===== config.mk =====
export PLATFORM = sky130hd
export DESIGN_NAME = irtl_search_ctrl
export DESIGN_NICKNAME = d
export VERILOG_FILES = /design/src/design/assert_macros.svh /design/src/design/irtl_pkg.sv /design/src/design/irtl_search_ctrl.sv
export SDC_FILE = /design/constraint.sdc
export NUM_CORES = 1
export LEC_CHECK = 0
export BUFFER_PORTS_ARGS = -buffer_cell sky130_fd_sc_hd__buf_2
export CAP_MARGIN = 30
export CORE_AREA = 2 2 162 164
export CTS_CLUSTER_SIZE = 20
export DETAILED_ROUTE_END_ITERATION = 16
export DIE_AREA = 0 0 164 166
export PLACE_DENSITY = 0.68
export SLEW_MARGIN = 20
export SYNTH_ARGS = -nofsm -noshare
export SYNTH_HDL_FRONTEND = slang
export SYNTH_SLANG_ARGS = --single-unit

===== constraint.sdc =====
create_clock -name aclk -period 9.6 [get_ports aclk]
set_input_delay 0.48 -clock aclk [delete_from_list [all_inputs] [get_ports aclk]]
set_output_delay 0.48 -clock aclk [all_outputs]
set_load 0.02 [all_outputs]

===== src/design/assert_macros.svh =====
// assertion helpers used by the top design file
`ifndef ASSERT_MACROS_SVH
`define ASSERT_MACROS_SVH

// same-cycle implication, disabled while in reset
`define IRTL_ASSERT_IMPL(label, clk, rst_n, ante, cons) \
    label: assert property (@(posedge clk) disable iff (!(rst_n)) (ante) |-> (cons)) \
        else $error("irtl check failed");

// next-cycle implication, disabled while in reset
`define IRTL_ASSERT_NEXT(label, clk, rst_n, ante, cons) \
    label: assert property (@(posedge clk) disable iff (!(rst_n)) (ante) |=> (cons)) \
        else $error("irtl check failed");

`endif


===== src/design/irtl_pkg.sv =====
package irtl_pkg;

    localparam int TABLE_DEPTH = 4096;
    localparam int ADDR_W      = (TABLE_DEPTH > 2) ? $clog2(TABLE_DEPTH) : 1;
    localparam int COUNT_W     = $clog2(TABLE_DEPTH + 1);

    localparam int IP_W     = 32;
    localparam int TAG_W    = 24;
    localparam int STATUS_W = 3;

    // item kinds
    localparam logic KIND_LOAD   = 1'b0;
    localparam logic KIND_LOOKUP = 1'b1;

    typedef enum logic [STATUS_W-1:0] {
        STATUS_OK       = 3'd0,
        STATUS_MISS     = 3'd1,
        STATUS_FULL     = 3'd2,
        STATUS_ORDER    = 3'd3,
        STATUS_BACKWARD = 3'd4
    } status_t;

    typedef enum logic [1:0] {
        ST_IDLE,
        ST_SEARCH,
        ST_DONE
    } state_t;

    typedef struct packed {
        logic [IP_W-1:0]  range_start;
        logic [IP_W-1:0]  range_end;
        logic [TAG_W-1:0] tag;
    } entry_t;

    typedef struct packed {
        logic              we;
        logic [ADDR_W-1:0] waddr;
        entry_t            wdata;
        logic              re;
        logic [ADDR_W-1:0] raddr;
    } ram_req_t;

    typedef struct packed {
        logic             valid;
        status_t          status;
        logic [TAG_W-1:0] tag;
    } result_t;

endpackage


===== src/design/irtl_search_ctrl.sv =====
module irtl_search_ctrl (
    input  logic                                aclk,
    input  logic                                aresetn,
    input  logic                                s_valid,
    output logic                                s_ready,
    input  logic                                s_kind,
    input  logic [irtl_pkg::IP_W-1:0]           s_range_start,
    input  logic [irtl_pkg::IP_W-1:0]           s_range_end,
    input  logic [irtl_pkg::TAG_W-1:0]          s_range_tag,
    input  logic [irtl_pkg::IP_W-1:0]           s_address,
    output irtl_pkg::ram_req_t                  ram_req,
    input  irtl_pkg::entry_t                    ram_rd_data,
    input  logic                                buf_free,
    output irtl_pkg::result_t                   result
);

    irtl_pkg::state_t                    state_reg, state_next;
    logic [irtl_pkg::COUNT_W-1:0]        count_reg, count_next;
    logic [irtl_pkg::IP_W-1:0]           prev_end_reg, prev_end_next;
    logic [irtl_pkg::COUNT_W-1:0]        lo_reg, lo_next;
    logic [irtl_pkg::COUNT_W-1:0]        hi_reg, hi_next;
    logic [irtl_pkg::ADDR_W-1:0]         mid_reg, mid_next;
    logic [irtl_pkg::IP_W-1:0]           addr_reg, addr_next;
    irtl_pkg::status_t                   status_reg, status_next;
    logic [irtl_pkg::TAG_W-1:0]          tag_reg, tag_next;
    logic [irtl_pkg::COUNT_W-1:0]        span;
    logic [irtl_pkg::COUNT_W-1:0]        probe;

    always_ff @(posedge aclk) begin
        if (!aresetn) begin
            state_reg    <= irtl_pkg::ST_IDLE;
            count_reg    <= '0;
            prev_end_reg <= '0;
        end else begin
            state_reg    <= state_next;
            count_reg    <= count_next;
            prev_end_reg <= prev_end_next;
        end
        lo_reg     <= lo_next;
        hi_reg     <= hi_next;
        mid_reg    <= mid_next;
        addr_reg   <= addr_next;
        status_reg <= status_next;
        tag_reg    <= tag_next;
    end

    always_comb begin
        state_next    = state_reg;
        count_next    = count_reg;
        prev_end_next = prev_end_reg;
        lo_next       = lo_reg;
        hi_next       = hi_reg;
        mid_next      = mid_reg;
        addr_next     = addr_reg;
        status_next   = status_reg;
        tag_next      = tag_reg;
        span          = '0;
        probe         = '0;

        s_ready           = 1'b0;
        ram_req.we        = 1'b0;
        ram_req.waddr     = count_reg[irtl_pkg::ADDR_W-1:0];
        ram_req.wdata     = '{range_start: s_range_start, range_end: s_range_end,
                              tag: s_range_tag};
        ram_req.re        = 1'b0;
        ram_req.raddr     = mid_reg;
        result.valid      = 1'b0;
        result.status     = status_reg;
        result.tag        = tag_reg;

        case (state_reg)
            irtl_pkg::ST_IDLE: begin
                s_ready = 1'b1;
                if (s_valid) begin
                    tag_next  = '0;
                    addr_next = s_address;
                    if (s_kind == irtl_pkg::KIND_LOAD) begin
                        state_next = irtl_pkg::ST_DONE;
                        if (count_reg == irtl_pkg::COUNT_W'(irtl_pkg::TABLE_DEPTH)) begin
                            status_next = irtl_pkg::STATUS_FULL;
                        end else if (count_reg != '0 && s_range_start <= prev_end_reg) begin
                            status_next = irtl_pkg::STATUS_ORDER;
                        end else if (s_range_end < s_range_start) begin
                            status_next = irtl_pkg::STATUS_BACKWARD;
                        end else begin
                            status_next   = irtl_pkg::STATUS_OK;
                            ram_req.we    = 1'b1;
                            count_next    = count_reg + 1'b1;
                            prev_end_next = s_range_end;
                        end
                    end else if (count_reg == '0) begin
                        status_next = irtl_pkg::STATUS_MISS;
                        state_next  = irtl_pkg::ST_DONE;
                    end else begin
                        // first probe at the middle of the loaded entries
                        lo_next       = '0;
                        hi_next       = count_reg;
                        probe         = count_reg >> 1;
                        mid_next      = probe[irtl_pkg::ADDR_W-1:0];
                        ram_req.re    = 1'b1;
                        ram_req.raddr = mid_next;
                        state_next    = irtl_pkg::ST_SEARCH;
                    end
                end
            end
            irtl_pkg::ST_SEARCH: begin
                if (addr_reg < ram_rd_data.range_start) begin
                    hi_next = irtl_pkg::COUNT_W'(mid_reg);
                end else if (addr_reg > ram_rd_data.range_end) begin
                    lo_next = irtl_pkg::COUNT_W'(mid_reg) + 1'b1;
                end
                if (addr_reg >= ram_rd_data.range_start
                        && addr_reg <= ram_rd_data.range_end) begin
                    status_next = irtl_pkg::STATUS_OK;
                    tag_next    = ram_rd_data.tag;
                    state_next  = irtl_pkg::ST_DONE;
                end else if (lo_next < hi_next) begin
                    // next probe issued straight from the narrowed bounds
                    span          = hi_next - lo_next;
                    probe         = lo_next + (span >> 1);
                    mid_next      = probe[irtl_pkg::ADDR_W-1:0];
                    ram_req.re    = 1'b1;
                    ram_req.raddr = mid_next;
                end else begin
                    status_next = irtl_pkg::STATUS_MISS;
                    state_next  = irtl_pkg::ST_DONE;
                end
            end
            irtl_pkg::ST_DONE: begin
                result.valid = 1'b1;
                if (buf_free) begin
                    state_next = irtl_pkg::ST_IDLE;
                end
            end
            default: begin
                state_next = irtl_pkg::ST_IDLE;
            end
        endcase
    end

endmodule


==> results of run 1 <==
[cell type report]
type | count | share of cell area, %
repair buffers | 315 | 12.3
flip-flops and latches | 144 | 29.6
multi-input cells | 819 | 45.9
clock inverters | 14 | 1.12
clock buffers | 18 | 3.30
well taps | 335 | 3.22
inverters | 159 | 4.59
[Yosys cell counts, drive strengths merged, types with 7 or more instances]
library cell,count
mux2i,51
mux2,9
and2,30
xor2,8
nand2b,12
nor2b,9
clkbuf,24
a21o,29
o22ai,8
o21ai,57
ha,154
dfxtp,47
inv,159
edfxtp,97
nor2,102
nand4,29
nand3,18
a31oi,9
nor4,7
and3,13
nor3,7
buf,111
xnor2,18
a21oi,55
a211oi,17
nand2,106
[worst max-delay path by stage]
stage | start | endpoint | slack [ps] | cells after the start
3_5_place_dp | ram_rd_data[38] | ram_req[10] | 2480 | 26
6_report | addr_reg[14] | ram_req[10] | 2140 | 24
4_1_cts | addr_reg[14] | ram_req[10] | 2120 | 24
5_1_grt | addr_reg[14] | ram_req[10] | 1640 | 24
2_1_floorplan | ram_rd_data[38] | ram_req[10] | 3080 | 25
3_3_place_gp | ram_rd_data[37] | ram_req[10] | 2140 | 26
[layer usage]
metal | share of wire (%) | up-vias | track usage (%) | routed length, um
li1 | - | 4699 | - | -
met1 | 41 | 4360 | 26.1 | 12300
met2 | 49 | 346 | 37.7 | 14700
met3 | 6.1 | 63 | 3.90 | 1820
met4 | 3.4 | 0 | 9.04 | 1010
met5 | 0 | - | 0 | 0
[logic make-up (layout without fill, tap and decap cells)]
group / count (synthesis) / after routing
XOR/XNOR: 27 / 27
AO/OA/AOI/OAI: 224 / 224
multiplexers: 60 / 60
AND/OR/NAND/NOR: 352 / 352
flip-flops: 144 / 144
adder cells (fa/ha/maj): 156 / 156
buffers and inverters: 294 / 506
[worst max-delay path, delay by kind of cell, from the launching register on]
family                     cells  cell delay, ps
adders and majority gates      3             980
DFF                            1             410
and+or+nand+nor                6            1940
AOI/OAI and AO/OA             13            2470
buffers and inverters          1             200
muxes                          1             550
[placed cells by master (no fill, tap or decap), drive strengths merged, types with 8 or more instances in the layout]
cell type / synthesis / routed
a211oi: 17 / 17
a21o: 29 / 29
a21oi: 55 / 55
a31oi: 9 / 9
and2: 30 / 30
and3: 13 / 13
buf: 111 / 315
clkbuf: 24 / 18
dfxtp: 47 / 47
edfxtp: 97 / 97
ha: 154 / 154
inv: 159 / 167
mux2: 9 / 9
mux2i: 51 / 51
nand2: 106 / 106
nand2b: 12 / 12
nand3: 18 / 18
nand4: 29 / 29
nor2: 102 / 102
nor2b: 9 / 9
o21ai: 57 / 57
o22ai: 8 / 8
xnor2: 18 / 18
xor2: 8 / 8
[power breakdown]
part / switching, mW / total (mW) / internal [mW]
Clock: 0.293 / 0.660 / 0.367
Combinational: 0.321 / 0.552 / 0.231
Sequential: 0.0146 / 0.702 / 0.687
[stage by stage]
step / worst slack [ps] / util (%) / total power [mW] / hold WS, ps
after global placement: 2140 / 48.5 / 1.25 / 473
after detailed placement: 2480 / 48.6 / 1.26 / 483
after floorplan: 3080 / - / 1.13 / 460
after global routing: 1640 / 50.8 / 2.02 / 208
final: 2140 / 50.8 / 1.91 / 230
after CTS: 2120 / 50.8 / 1.93 / 215
==> impl_metrics.env, run 1 <==
export IMPL_status="completed"
export IMPL_core_area_um2=25600
export IMPL_finalCritPeriodShare_pct=77.7
export IMPL_synth_compound_area_share_pct=12.7
export IMPL_grtUsageTotal_pct=21.6
export IMPL_cts_max_level=4
export IMPL_row_count=59
export IMPL_crit_required_ps=9120
export IMPL_synth_area_leaders="edfxtp_1 26%, ha_1 17%, dfxtp_1 8.3%"
export IMPL_synth_area_mux_share_pct=5.40
export IMPL_synth_simple_area_share_pct=14.8
export IMPL_synth_edf_count=97
export IMPL_syn_avg_cell_area_um2=9.01
export IMPL_final_layout_size_suffix_gt1_share_pct=25.3
export IMPL_clk_pin_slew_ps=70
export IMPL_wirelength_mm=29.8
export IMPL_async_flop_share_pct=0
export IMPL_multi_input_area_um2=5970
export IMPL_drtIter0Drc=575
export IMPL_netlist_area_um2=11300
export IMPL_dp_cells=1772
export IMPL_cts_setup_buffers=0
export IMPL_cts_max_path_buffers=2
export IMPL_yosys_area_share_adder_pct=17.4
export IMPL_crit_path_max_incr_delay_ps=610
export IMPL_cts_sinks=144
export IMPL_place_gp_congestion=0.904
export IMPL_avgRoutedWirePerCell_um=16.5
export IMPL_antenna_found_initial=0
export IMPL_clkLatencyLatePin_ps=420
export IMPL_max_cap_violations=0
export IMPL_max_freq_ghz=0.134
export IMPL_worst_clock_skew_ps=11.3
export IMPL_nets=1825
export IMPL_slew_headroom_pct=37.6
export IMPL_synth_top_area_cell="edfxtp_1"
export IMPL_drv_slew=0
export IMPL_final_area_um2=13000
export IMPL_synth_xor_area_share_pct=2.21
export IMPL_vdd_drop_max_mv=0.110
export IMPL_root_buffer="clkbuf_16"
export IMPL_cts_tree="yes"
export IMPL_reg2reg_to="mid_reg[10]"
export IMPL_syn_nets=1626
export IMPL_syn_instance_count=1257
export IMPL_firstDrtPassIters=5
export IMPL_die_w_um=164
export IMPL_synthToLayoutAreaGrowth_pct=14.9
export IMPL_worstMarginPinSlew_ps=927
export IMPL_dieArea_um2=27200
export IMPL_nFillCells=2449
export IMPL_setup_viol=0
export IMPL_min_to="addr_reg[23]"
export IMPL_drc=0
export IMPL_final_cells=1804
export IMPL_startpoint_type="flip-flop"
export IMPL_num_vias=9468
export IMPL_p_leak_nw=6.24
export IMPL_dp_hpwl_mm=23.6
export IMPL_rr_startpoint="addr_reg[14]"
export IMPL_crit_top_cell="o21ai_0"
export IMPL_seq_area_frac_synth_pct=34.0
export IMPL_worst_r2r_cell_count=23
export IMPL_grt_overflow=0
export IMPL_regArea_um2=3850
export IMPL_ys_types=67
export IMPL_r2r_setup_slack_ps=3100
export IMPL_critPathKind="reg -> out"
export IMPL_antenna_cells=0
export IMPL_hold_viol=0
export IMPL_synth_main_ff_cell="edfxtp_1"
export IMPL_cts_buffers=17
export IMPL_ant_nets=0
export IMPL_viasPerCell=5.25
export IMPL_hold_path_class="in -> reg"
export IMPL_ys_ff_latch=144
export IMPL_path_cells="ha_1 -> nand4_1 -> or4_1 -> a21o_1 -> a31oi_1 -> a21oi_1 -> nor2_1 -> mux2i_1 -> ha_1 -> nor2b_1 -> o21ai_0 -> a21bo_2 -> a21boi_0 -> ha_1 -> nor2b_1 -> o21ai_0 -> a21boi_0 -> o21ai_0 -> a21oi_1 -> o21ai_0 -> or4b_2 -> o311a_1 -> a31oi_1 -> buf_2"
export IMPL_post_route_min_period_ps=7460
export IMPL_critPathCaptureType="output pin"
export IMPL_min_from="s_address[23]"
export IMPL_grt_pass1_wl_mm=46.1
export IMPL_initial_core_util_pct=44.2
export IMPL_portBuffers=307
export IMPL_ioPinCount=356
export IMPL_whs_path_depth=1
export IMPL_ctsHoldBuffers=0
export IMPL_setup_tns_ps=0
export IMPL_yosys_warnings=0
export IMPL_p_per_area_nw_per_um2=147
export IMPL_dpl_instance_area_um2=12400
export IMPL_synth_top_family_by_area="adder cells"
export IMPL_postCtsResizedCells=0
export IMPL_cp_arrival_ps=6980
export IMPL_grt_max_degree=51
export IMPL_grt_pass1_vias=9156
export IMPL_critPathSlowestCell="or4b_2"
export IMPL_synth_top_area_share_pct=25.7
export IMPL_die_h_um=166
export IMPL_cp_max_fo=7
export IMPL_rsz0062_at_grt="false"
No activity file was read; power rests on OpenSTA's default activity.
==> run 2, diff against run 1 <==
==> constraint.sdc (replaced) <==
create_clock -name aclk -period 7.7 [get_ports aclk]
set_input_delay 0.385 -clock aclk [delete_from_list [all_inputs] [get_ports aclk]]
set_output_delay 0.385 -clock aclk [all_outputs]
set_load 0.02 [all_outputs]
==> impl_metrics.env, run 2 (synthesized netlist as in run 1, its figures left out) <==
export IMPL_final_layout_size_suffix_gt1_share_pct=25.5
export IMPL_viasPerCell=5.23
export IMPL_firstDrtPassIters=5
export IMPL_cp_arrival_ps=6730
export IMPL_max_cap_violations=0
export IMPL_grt_max_degree=41
export IMPL_worst_clock_skew_ps=16.0
export IMPL_cts_sinks=144
export IMPL_row_count=59
export IMPL_cts_buffers=17
export IMPL_die_h_um=166
export IMPL_ant_nets=0
export IMPL_worst_hold_slack_ps=135
export IMPL_pre_cts_slack_ps=847
export IMPL_utilization_pct=50.9
export IMPL_finalCritPeriodShare_pct=92.4
export IMPL_clkLatencyLatePin_ps=430
export IMPL_fin_ws_ps=587
export IMPL_die_w_um=164
export IMPL_clk_pin_slew_ps=70
export IMPL_portBuffers=307
export IMPL_cts_max_path_buffers=2
export IMPL_drtIter0Drc=536
export IMPL_post_route_min_period_ps=7110
export IMPL_initial_core_util_pct=44.2
export IMPL_ctsHoldBuffers=0
export IMPL_startpoint_type="flip-flop"
export IMPL_nets=1825
export IMPL_vdd_drop_max_mv=0.110
export IMPL_grt_overflow=0
export IMPL_p_per_area_nw_per_um2=185
export IMPL_postCtsResizedCells=0
export IMPL_critPathKind="reg -> out"
export IMPL_grt_pass1_vias=9189
export IMPL_dp_hpwl_mm=23.6
export IMPL_grtUsageTotal_pct=21.7
export IMPL_setup_viol=0
export IMPL_wirelength_mm=29.7
export IMPL_core_area_um2=25600
export IMPL_slew_headroom_pct=39.2
export IMPL_critPathCaptureType="output pin"
export IMPL_grt_pass1_wl_mm=46.9
export IMPL_rsz0062_at_grt="false"
export IMPL_cts_setup_buffers=0
export IMPL_num_vias=9446
export IMPL_synthToLayoutAreaGrowth_pct=15.2
export IMPL_antenna_found_initial=1
export IMPL_final_cell_mix="307 x buf_2, 158 x inv_1, 154 x ha_1, 106 x nand2_1, 101 x nor2_1"
export IMPL_drv_slew=0
export IMPL_worstMarginPinSlew_ps=913
export IMPL_ioPinCount=356
export IMPL_avgRoutedWirePerCell_um=16.5
export IMPL_cts_max_level=4
export IMPL_cts_tree="yes"
export IMPL_cp_max_fo=17
export IMPL_finalPower_mw=2.41
export IMPL_place_gp_congestion=0.848
export IMPL_hold_viol=0
export IMPL_status="completed"
export IMPL_drc=0
export IMPL_crit_required_ps=7320
export IMPL_dieArea_um2=27200
export IMPL_hold_path_class="in -> reg"
export IMPL_root_buffer="clkbuf_16"
export IMPL_setup_tns_ps=0
export IMPL_max_freq_ghz=0.141
export IMPL_layout_cells_most_common="buf_2"
export IMPL_p_leak_nw=6.26
-- run 2: stage by stage --
stage | std cells | area (um2)
after global routing | 1805 | 13000
final | 1805 | 13000
after global placement | 1771 | 12400
after CTS | 1803 | 13000
after floorplan | 1257 | 11300
after detailed placement | 1771 | 12400
-- run 2: path summary, 6_finish.rpt --
kind | cells after the start | slack (ps) | startpoint | to
min reg2reg | 2 | 500 | prev_end_reg[20] | prev_end_reg[20]
max | 23 | 590 | addr_reg[14] | ram_req[11]
max reg2reg | 22 | 1470 | addr_reg[14] | mid_reg[11]
min | 1 | 130 | s_address[23] | addr_reg[23]
-- run 2: worst max-delay path, cell delays in order, from the launching register on --
cell,delay [ps]
edfxtp_1,420
ha_1,330
a21o_1,190
a2111oi_2,370
o21ai_1,130
o32a_1,320
or2_2,480
mux2i_1,310
ha_1,230
inv_1,60
fa_1,410
nand2_1,110
a21oi_1,100
or4_1,420
a31oi_1,320
xnor2_1,160
ha_1,300
and3_1,190
a211oi_1,380
o21bai_1,100
a21oi_1,150
xnor3_1,430
o221ai_1,200
buf_2,210
-- run 2: routing by layer --
layer / vias up / routed length [um] / share of wire [%] / GRT usage (%)
met5: - / 0 / 0 / 0
met4: 0 / 787 / 2.6 / 6.56
met3: 43 / 1700 / 5.7 / 4.32
met2: 330 / 14700 / 50 / 38.4
met1: 4376 / 12500 / 42 / 26.5
li1: 4697 / - / - / -
-- run 2: area by class of cell --
type	count	area, um2
sequential	144	3850
antenna	1	2.50
inverter	159	597
multi-input combinational	819	5990
timing repair buffer	315	1600
fill	2386	12600
tap	335	419
clock inverter	15	168
clock buffer	17	425
-- run 2: where the power goes --
part	internal [mW]	switching [mW]	leakage [nW]
clock network	0.464	0.383	0.292
registers	0.857	0.0179	1.31
logic	0.288	0.401	4.65
total	1.61	0.802	6.26
